[config.mk]
export PLATFORM = sky130hd
export DESIGN_NAME = fresh_priority_source_arbiter_unit_flat
export DESIGN_NICKNAME = d
export VERILOG_FILES = /design/src/fpsa_pkg.sv /design/src/fpsa_in_if.sv /design/src/fpsa_out_if.sv /design/src/fpsa_cfg_if.sv /design/src/fresh_priority_source_arbiter_unit.sv /design/src/flat_wrapper.sv
export SDC_FILE = /design/constraint.sdc
export NUM_CORES = 1
export LEC_CHECK = 0
export ABC_AREA = 0
export CELL_PAD_IN_SITES_DETAIL_PLACEMENT = 0
export CELL_PAD_IN_SITES_GLOBAL_PLACEMENT = 1
export CORE_UTILIZATION = 33
export CTS_BUF_LIST = sky130_fd_sc_hd__clkbuf_4 sky130_fd_sc_hd__clkbuf_8
export CTS_CLUSTER_DIAMETER = 50
export CTS_CLUSTER_SIZE = 8
export DETAILED_ROUTE_END_ITERATION = 16
export DONT_BUFFER_PORTS = 1
export PLACE_DENSITY = 0.55
export SETUP_SLACK_MARGIN = 0.1
export SLEW_MARGIN = 20
export SYNTH_ARGS = -nofsm -noshare
export SYNTH_HDL_FRONTEND = slang
export SYNTH_SLANG_ARGS = --single-unit
[constraint.sdc]
create_clock -name clk -period 7 [get_ports clk]
set_input_delay 1.4 -clock clk [delete_from_list [all_inputs] [get_ports clk]]
set_output_delay 1.4 -clock clk [all_outputs]
set_load 0.005 [all_outputs]
[src/fpsa_pkg.sv]
// Shared widths, codes and parameter defaults for the source arbiter.
package fpsa_pkg;

  localparam int NUM_SOURCES_DEF = 8;
  localparam int TIME_WIDTH_DEF  = 32;

  // fixed field widths
  localparam int OP_W     = 2;
  localparam int SRC_W    = 4;
  localparam int PRI_W    = 8;
  localparam int TICK_W   = 32;
  localparam int STATUS_W = 2;
  localparam int WIDX_W   = 3;
  localparam int EMSRC_W  = 3;
  localparam int CIDX_W   = 2;
  localparam int CDATA_W  = 32;

  typedef logic [OP_W-1:0]     op_t;
  typedef logic [STATUS_W-1:0] status_t;
  typedef logic [CIDX_W-1:0]   cidx_t;

  localparam op_t OP_SUBMIT    = 2'd0;
  localparam op_t OP_CLEAR     = 2'd1;
  localparam op_t OP_CLEAR_ALL = 2'd2;
  localparam op_t OP_ARBITRATE = 2'd3;

  localparam status_t ST_WINNER  = 2'd0;
  localparam status_t ST_NO_CAND = 2'd1;
  localparam status_t ST_BLOCKED = 2'd2;

  localparam cidx_t REG_TIMEOUT    = 2'd0;
  localparam cidx_t REG_ALLOW_NOST = 2'd1;
  localparam cidx_t REG_EM_SOURCE  = 2'd2;

  localparam logic [TICK_W-1:0]  TIMEOUT_RST = 32'd500000;
  localparam logic [EMSRC_W-1:0] EM_SRC_RST  = 3'd7;

endpackage

[src/fpsa_in_if.sv]
// Request channel: operation and its operands.
interface fpsa_in_if;
  import fpsa_pkg::*;

  logic              valid;
  logic              ready;
  op_t               operation;
  logic [SRC_W-1:0]  slot_sel;
  logic [PRI_W-1:0]  priority_req;
  logic [TICK_W-1:0] stamp_ticks;
  logic [TICK_W-1:0] now_ticks;
  logic              em_req;
  logic              state_valid;

  modport source (output valid, operation, slot_sel, priority_req, stamp_ticks,
                  now_ticks, em_req, state_valid, input ready);
  modport sink   (input valid, operation, slot_sel, priority_req, stamp_ticks,
                  now_ticks, em_req, state_valid, output ready);
endinterface

[src/fpsa_out_if.sv]
// Result channel: arbitration status and winner.
interface fpsa_out_if;
  import fpsa_pkg::*;

  logic              valid;
  logic              ready;
  status_t           status;
  logic [WIDX_W-1:0] winner_index;
  logic [PRI_W-1:0]  winner_priority;

  modport source (output valid, status, winner_index, winner_priority, input ready);
  modport sink   (input valid, status, winner_index, winner_priority, output ready);
endinterface

[src/fpsa_cfg_if.sv]
// Register write channel.
interface fpsa_cfg_if;
  import fpsa_pkg::*;

  logic               valid;
  logic               ready;
  cidx_t              index;
  logic [CDATA_W-1:0] data;

  modport source (output valid, index, data, input ready);
  modport sink   (input valid, index, data, output ready);
endinterface

[src/fresh_priority_source_arbiter_unit.sv]
// Top level: slot table and sequential scan arbiter with freshness timeout.
//
//  channel   | dir | handshake            | beat carries
//  ----------+-----+----------------------+------------------------------------------
//  in_ch     | in  | valid/ready          | operation, slot operands, now, mode flags
//  out_ch    | out | valid/ready          | status, winner_index, winner_priority
//  cfg_ch    | in  | valid/ready (ready=1)| register index, write data
//
//  Submit, clear and clear-all complete in the accepting cycle; no result beat.
//  Arbitrate: the accepting cycle captures now and the mode flags; S_SCAN then
//  compares one slot per cycle through one compare unit; S_FIN then loads the
//  output register. Blocked arbitrate skips S_SCAN. in_ch.ready is low outside S_IDLE.
//  A held result stalls only the final load of the next arbitrate.
//  rst_n (sync) clears slot active bits, registers to defaults, and the sequencer.
module fresh_priority_source_arbiter_unit #(
  parameter int NUM_SOURCES = fpsa_pkg::NUM_SOURCES_DEF,
  parameter int TIME_WIDTH  = fpsa_pkg::TIME_WIDTH_DEF
) (
  input  logic            clk,
  input  logic            rst_n,
  fpsa_in_if.sink         in_ch,
  fpsa_out_if.source      out_ch,
  fpsa_cfg_if.sink        cfg_ch
);
  import fpsa_pkg::*;

  localparam int IW = (NUM_SOURCES > 1) ? $clog2(NUM_SOURCES) : 1;
  localparam int CW = (TIME_WIDTH > TICK_W) ? TIME_WIDTH : TICK_W;
  localparam int EW = (IW > EMSRC_W) ? IW : EMSRC_W;
  localparam int RW = SRC_W + 1;

  localparam logic [1:0] S_IDLE = 2'd0;
  localparam logic [1:0] S_SCAN = 2'd1;
  localparam logic [1:0] S_FIN  = 2'd2;

  typedef logic [TIME_WIDTH-1:0] tick_t;
  typedef logic [IW-1:0]         sidx_t;

  // registers
  logic [TICK_W-1:0]  timeout_r;
  logic               allow_r;
  logic [EMSRC_W-1:0] em_src_r;

  logic [NUM_SOURCES-1:0] active_r;
  logic [PRI_W-1:0]       pri_r   [NUM_SOURCES];
  tick_t                  stamp_r [NUM_SOURCES];

  logic [1:0]       state_r;
  sidx_t            cnt_r;
  tick_t            now_r;
  logic             emerg_r;
  logic             blocked_r;
  logic             found_r;
  logic             best_em_r;
  logic [PRI_W-1:0] best_pri_r;
  tick_t            best_st_r;
  sidx_t            best_idx_r;

  logic              out_valid_r;
  status_t           out_status_r;
  logic [WIDX_W-1:0] out_idx_r;
  logic [PRI_W-1:0]  out_pri_r;

  logic             in_fire, out_free, src_ok;
  sidx_t            src_idx;
  tick_t            cur_st;
  logic [PRI_W-1:0] cur_pri;
  logic             fresh, is_em, cand, take;

  assign in_ch.ready  = (state_r == S_IDLE);
  assign in_fire      = in_ch.valid && in_ch.ready;
  assign cfg_ch.ready = 1'b1;
  assign out_free     = !out_valid_r || out_ch.ready;

  assign src_ok  = RW'(in_ch.slot_sel) < RW'(NUM_SOURCES);
  assign src_idx = IW'(in_ch.slot_sel);

  // shared compare unit: slot cnt_r against the running best
  assign cur_st  = stamp_r[cnt_r];
  assign cur_pri = pri_r[cnt_r];
  assign fresh   = active_r[cnt_r] && (cur_st != '0) && (cur_st <= now_r) &&
                   (CW'(now_r - cur_st) <= CW'(timeout_r));
  assign is_em   = (EW'(cnt_r) == EW'(em_src_r));
  assign cand    = fresh && (!emerg_r || is_em);

  always_comb begin
    if (!found_r) begin
      take = cand;
    end else if (is_em != best_em_r) begin
      take = cand && is_em;
    end else if (cur_pri != best_pri_r) begin
      take = cand && (cur_pri > best_pri_r);
    end else begin
      take = cand && (cur_st > best_st_r);
    end
  end

  // config registers
  always_ff @(posedge clk) begin
    if (!rst_n) begin
      timeout_r <= TIMEOUT_RST;
      allow_r   <= 1'b0;
      em_src_r  <= EM_SRC_RST;
    end else if (cfg_ch.valid) begin
      case (cfg_ch.index)
        REG_TIMEOUT:    timeout_r <= TICK_W'(cfg_ch.data);
        REG_ALLOW_NOST: allow_r   <= cfg_ch.data[0];
        REG_EM_SOURCE:  em_src_r  <= cfg_ch.data[EMSRC_W-1:0];
        default: ;
      endcase
    end
  end

  // slot table; priority and stamp are only read behind the active bit
  always_ff @(posedge clk) begin
    if (!rst_n) begin
      active_r <= '0;
    end else if (in_fire) begin
      case (in_ch.operation)
        OP_SUBMIT:    if (src_ok) active_r[src_idx] <= 1'b1;
        OP_CLEAR:     if (src_ok) active_r[src_idx] <= 1'b0;
        OP_CLEAR_ALL: active_r <= '0;
        default: ;
      endcase
    end
  end

  always_ff @(posedge clk) begin
    if (in_fire && in_ch.operation == OP_SUBMIT && src_ok) begin
      pri_r[src_idx]   <= in_ch.priority_req;
      stamp_r[src_idx] <= TIME_WIDTH'(in_ch.stamp_ticks);
    end
  end

  // sequencer
  always_ff @(posedge clk) begin
    if (!rst_n) begin
      state_r     <= S_IDLE;
      cnt_r       <= '0;
      found_r     <= 1'b0;
      blocked_r   <= 1'b0;
      out_valid_r <= 1'b0;
    end else begin
      // in S_FIN the output register is either reloaded or still held
      if (out_ch.ready && state_r != S_FIN) begin
        out_valid_r <= 1'b0;
      end
      case (state_r)
        S_IDLE: begin
          if (in_fire && in_ch.operation == OP_ARBITRATE) begin
            now_r     <= TIME_WIDTH'(in_ch.now_ticks);
            emerg_r   <= in_ch.em_req;
            blocked_r <= !allow_r && !in_ch.state_valid;
            found_r   <= 1'b0;
            cnt_r     <= '0;
            state_r   <= (!allow_r && !in_ch.state_valid) ? S_FIN : S_SCAN;
          end
        end
        S_SCAN: begin
          if (take) begin
            found_r    <= 1'b1;
            best_em_r  <= is_em;
            best_pri_r <= cur_pri;
            best_st_r  <= cur_st;
            best_idx_r <= cnt_r;
          end
          if (cnt_r == sidx_t'(NUM_SOURCES - 1)) begin
            state_r <= S_FIN;
          end else begin
            cnt_r <= cnt_r + 1'b1;
          end
        end
        S_FIN: begin
          if (out_free) begin
            out_valid_r <= 1'b1;
            if (blocked_r) begin
              out_status_r <= ST_BLOCKED;
              out_idx_r    <= '0;
              out_pri_r    <= '0;
            end else if (found_r) begin
              out_status_r <= ST_WINNER;
              out_idx_r    <= WIDX_W'(best_idx_r);
              out_pri_r    <= best_pri_r;
            end else begin
              out_status_r <= ST_NO_CAND;
              out_idx_r    <= '0;
              out_pri_r    <= '0;
            end
            state_r <= S_IDLE;
          end
        end
        default: state_r <= S_IDLE;
      endcase
    end
  end

  assign out_ch.valid           = out_valid_r;
  assign out_ch.status          = out_status_r;
  assign out_ch.winner_index    = out_idx_r;
  assign out_ch.winner_priority = out_pri_r;

endmodule

[src/flat_wrapper.sv]
// flat-port wrapper written by rule: the top's interface ports become plain ports
module fresh_priority_source_arbiter_unit_flat import fpsa_pkg::*;
#(
  parameter int NUM_SOURCES = fpsa_pkg::NUM_SOURCES_DEF,
  parameter int TIME_WIDTH  = fpsa_pkg::TIME_WIDTH_DEF
)
  (clk, rst_n, in_ch_valid, in_ch_operation, in_ch_slot_sel, in_ch_priority_req, in_ch_stamp_ticks, in_ch_now_ticks, in_ch_em_req, in_ch_state_valid, in_ch_ready, out_ch_valid, out_ch_status, out_ch_winner_index, out_ch_winner_priority, out_ch_ready, cfg_ch_valid, cfg_ch_index, cfg_ch_data, cfg_ch_ready);
  fpsa_in_if in_ch_i ();
  fpsa_out_if out_ch_i ();
  fpsa_cfg_if cfg_ch_i ();
  input  logic clk;
  input  logic rst_n;
  input wire logic [$bits(in_ch_i.valid)-1:0] in_ch_valid;
  input wire logic [$bits(in_ch_i.operation)-1:0] in_ch_operation;
  input wire logic [$bits(in_ch_i.slot_sel)-1:0] in_ch_slot_sel;
  input wire logic [$bits(in_ch_i.priority_req)-1:0] in_ch_priority_req;
  input wire logic [$bits(in_ch_i.stamp_ticks)-1:0] in_ch_stamp_ticks;
  input wire logic [$bits(in_ch_i.now_ticks)-1:0] in_ch_now_ticks;
  input wire logic [$bits(in_ch_i.em_req)-1:0] in_ch_em_req;
  input wire logic [$bits(in_ch_i.state_valid)-1:0] in_ch_state_valid;
  output wire logic [$bits(in_ch_i.ready)-1:0] in_ch_ready;
  output wire logic [$bits(out_ch_i.valid)-1:0] out_ch_valid;
  output wire logic [$bits(out_ch_i.status)-1:0] out_ch_status;
  output wire logic [$bits(out_ch_i.winner_index)-1:0] out_ch_winner_index;
  output wire logic [$bits(out_ch_i.winner_priority)-1:0] out_ch_winner_priority;
  input wire logic [$bits(out_ch_i.ready)-1:0] out_ch_ready;
  input wire logic [$bits(cfg_ch_i.valid)-1:0] cfg_ch_valid;
  input wire logic [$bits(cfg_ch_i.index)-1:0] cfg_ch_index;
  input wire logic [$bits(cfg_ch_i.data)-1:0] cfg_ch_data;
  output wire logic [$bits(cfg_ch_i.ready)-1:0] cfg_ch_ready;
  assign in_ch_i.valid = in_ch_valid;
  assign in_ch_i.operation = in_ch_operation;
  assign in_ch_i.slot_sel = in_ch_slot_sel;
  assign in_ch_i.priority_req = in_ch_priority_req;
  assign in_ch_i.stamp_ticks = in_ch_stamp_ticks;
  assign in_ch_i.now_ticks = in_ch_now_ticks;
  assign in_ch_i.em_req = in_ch_em_req;
  assign in_ch_i.state_valid = in_ch_state_valid;
  assign in_ch_ready = in_ch_i.ready;
  assign out_ch_valid = out_ch_i.valid;
  assign out_ch_status = out_ch_i.status;
  assign out_ch_winner_index = out_ch_i.winner_index;
  assign out_ch_winner_priority = out_ch_i.winner_priority;
  assign out_ch_i.ready = out_ch_ready;
  assign cfg_ch_i.valid = cfg_ch_valid;
  assign cfg_ch_i.index = cfg_ch_index;
  assign cfg_ch_i.data = cfg_ch_data;
  assign cfg_ch_ready = cfg_ch_i.ready;
  fresh_priority_source_arbiter_unit #(.NUM_SOURCES(NUM_SOURCES), .TIME_WIDTH(TIME_WIDTH)) u_core (.clk(clk), .rst_n(rst_n), .in_ch(in_ch_i), .out_ch(out_ch_i), .cfg_ch(cfg_ch_i));
endmodule
==> run summary <==
Initial drt markers -> 600
Post-CTS Setup Inserts -> 0
Hold path cells -> 2
Final net count -> 1680
Die Span X -> 253 microns
Initial antenna violation count -> 3
CTS Buffer Depth -> 3
CP Data Arrival Time -> 6.58 ns
Endpoints failing setup -> 0
Multi-input gate area -> 0.00681 sq mm
First-pass DRT Iterations -> 5
Post-synth top flop -> edfxtp_1
Critical-path cell list -> buf_4 -> buf_4 -> mux4_2 -> mux2i_1 -> ha_1 -> and3_1 -> a21oi_1 -> a21boi_0 -> a41oi_1 -> a21oi_1 -> a211o_1 -> o31ai_1 -> xnor2_1 -> ha_1 -> nor2b_1 -> o21ai_0 -> o211ai_1 -> a221oi_1 -> a21oi_1 -> a311oi_1 -> o311a_2 -> buf_12
Asr flop ratio synth -> 0%
Placer's final routability congestion estimate -> 0.825
Delay of the slowest critical-path stage -> 0.56 ns
Max Slew Vio Count -> 0
Most numerous cell in the Yosys netlist -> edfxtp_1
Mapped Area -> 0.0208 sq mm
Final Total Pwr -> 0.00539 W
Finished Cell Area -> 0.0232 sq mm
Cells after Synth -> 1392
P&R area growth vs syn -> 11.6%
Max H-tree Level -> 3
Largest delay share family, worst path -> compound AO/OA/AOI/OAI gates
Core box area -> 0.0619 sq mm
Number of synthesized flops with an enable pin -> 410
DR vias -> 11408
CTS Buf Count -> 71
Largest cells by area after synthesis -> edfxtp_1 59%, mux4_2 8.9%, ha_1 6.7%
Peak VDD IR -> 0.0918 mV
R2R cell count -> 22
Syn Nets -> 1623
Crit path max fanout -> 45
Synth top cells by count -> 410 x edfxtp_1, 116 x inv_1, 111 x ha_1, 96 x nand2_1
Hpwl dp -> 35500 microns
Placed inst area -> 0.0219 sq mm
Yosys reg bits -> 465
Peak Freq -> 159 MHz
Clk_lat worst skew -> 0.64 ns
Kind of critical path -> flip-flop to flip-flop
RSZ-0062 raised after global routing -> false
Total wire length -> 51000 microns
Layout Skew -> 0.0258 ns
Relative slew slack -> 30.9%
Routed WL per cell -> 22.0 microns
Leak -> 7.89 nW
Crit path depth -> 22
Seq. cell area -> 0.0134 sq mm
Area leader, netlist -> edfxtp_1
Number of remaining DRC errors -> 0
Max-cap check violation count -> 0
Starting Density -> 33.5%
Clk root buf -> clkbuf_8
First-pass GRT wire length -> 76000 microns
Fillers -> 5883
Grt total ovfl -> 0
# IOs -> 135
Via/cell ratio -> 4.93
Synth cell types -> 58
Buffers & Inverters on Critical Path -> 3
PortBufs -> 0
GRT Total Usage -> 16.2%
Worst Max-Slew Pin Slew -> 1.03 ns
Power density over the cells -> 233 mW/mm^2
Clk slew on worst S/H paths -> 0.06 ns
Status -> completed
Total negative slack -> 0 ns
Antenna-violating nets left -> 0
Syn Area/Cell -> 14.9 sq um
CTS tree -> built
Vias in the first global route -> 12029
CTS Hold Buffers Added -> 0
Hold Vio Cnt, Final -> 0
Worst endpoint required time -> 7.30 ns
Final period utilization -> 89.6%
Startpoint types -> flip-flop
Synth warnings -> 0
Post-layout min period -> 6.27 ns
Sequential area share after synthesis -> 64.6%
Share of layout cells above drive strength 1 -> 16.1%
Die Area -> 0.0640 sq mm
Endpoint class of the critical path -> flip-flop
Die Ht -> 253 microns
Critical Path Most Common Cell -> a21oi_1
Sink Count -> 465
Pin count of the biggest net entering global routing -> 46
Worst Hold Class -> flip-flop to flip-flop
Yosys top cell area share -> 59.3%
Critical-path cell with the highest stage delay -> dfxtp_2
Row count -> 91
## flip-flops by register name, summed over array words and instances (netlist names), 8 cells and up, named ones only
register and count:
u_core.stamp_r 256, u_core.out_ch.winner_priority 8, u_core.timeout_r 32, u_core.now_r 32, u_core.pri_r 64, u_core.best_st_r 32
u_core.best_pri_r 8, u_core.active_r 8
## placed cells by master, fill, tap and decap left out, types with 5 or more instances in the layout
cell	netlist	layout
a211oi_1	5	5
a21o_1	37	37
a21oi_1	82	82
a31oi_1	5	5
and2_1	14	14
buf_4	3	26
clkbuf_4	0	16
clkbuf_8	0	72
clkinvlp_4	0	5
dfxtp_1	55	52
edfxtp_1	410	410
ha_1	111	111
inv_1	116	116
mux2_2	7	7
mux2i_1	39	39
mux4_2	82	82
nand2_1	96	96
nand2b_1	10	10
nand3_1	15	15
nand3b_1	8	8
nand4_1	26	26
nor2_1	61	53
nor2_4	0	8
nor2b_1	11	10
nor3_1	12	12
nor4_1	12	12
o211ai_1	12	12
o21a_1	12	12
o21ai_0	26	26
xnor2_1	18	18
xor2_1	13	13
## routing by layer
metal / vias up / global-route usage, % / part of all wire (%)
met1: 5727 / 20.2 / 44
met5: - / 0 / 0.026
met3: 67 / 4.68 / 5.9
li1: 5404 / - / -
met4: 2 / 5.06 / 2.0
met2: 208 / 27.0 / 48
## path summary, 6_finish.rpt
path / start / slack (ns) / to
max: flip-flop / 0.73 / u_core.best_st_r[4]
min: u_core.timeout_r[23] / 0.46 / u_core.timeout_r[23]
max reg2reg: flip-flop / 0.73 / u_core.best_st_r[4]
min reg2reg: u_core.timeout_r[23] / 0.46 / u_core.timeout_r[23]
## stage by stage
stage               setup WS (ns)  instances  hold WS [ns]  util [%]
floorplan                   0.380       1392         0.436         -
global placement            0.558       2213         0.445      35.4
detailed placement          0.562       2213         0.452      35.4
CTS                         0.506       2313         0.461      37.4
global route                0.101       2315         0.475      37.4
finish                      0.728       2315         0.459      37.4
## tightest hold or removal path, stage by stage, from the launching register on
cell and delay, ns:
dfxtp_1 0.31, nand2_1 0.05, a21oi_1 0.05
## area by class of cell
class,instances,share of cell area (%)
tap,837,4.52
timing repair buffer,28,1.01
multi-input combinational,767,29.4
antenna,2,0.0216
clock buffer,88,4.79
clock inverter,12,0.507
sequential,465,57.9
inverter,116,1.88
## logic make-up (layout without fill, tap and decap cells)
| kind of cell | count (synthesis) | in the layout | synth area share [%] |
|---|---|---|---|
| compound gates | 208 | 208 | 6.28 |
| xor+xnor | 31 | 31 | 1.31 |
| fa+ha+maj | 112 | 112 | 6.78 |
| buf+inv | 160 | 244 | 3.11 |
| flops | 465 | 465 | 64.6 |
| mux | 128 | 128 | 11.1 |
| other cells | 1 | 3 | 0.0180 |
| simple gates | 287 | 287 | 6.80 |
## power by group
part | switching, W | leakage [nW] | internal, W | total [W]
clock network | 0.00103 | 0.630 | 0.00107 | 0.00209
logic | 0.000145 | 3.11 | 0.000104 | 0.000249
registers | 0.0000123 | 4.14 | 0.00304 | 0.00305
total | 0.00118 | 7.89 | 0.00421 | 0.00539
## repair_timing
item,CTS,global route
hold endpoints to repair,0,0
resized for setup,0,2
endpoints found under the setup margin,0,44
(Power assumes the default switching activity.)
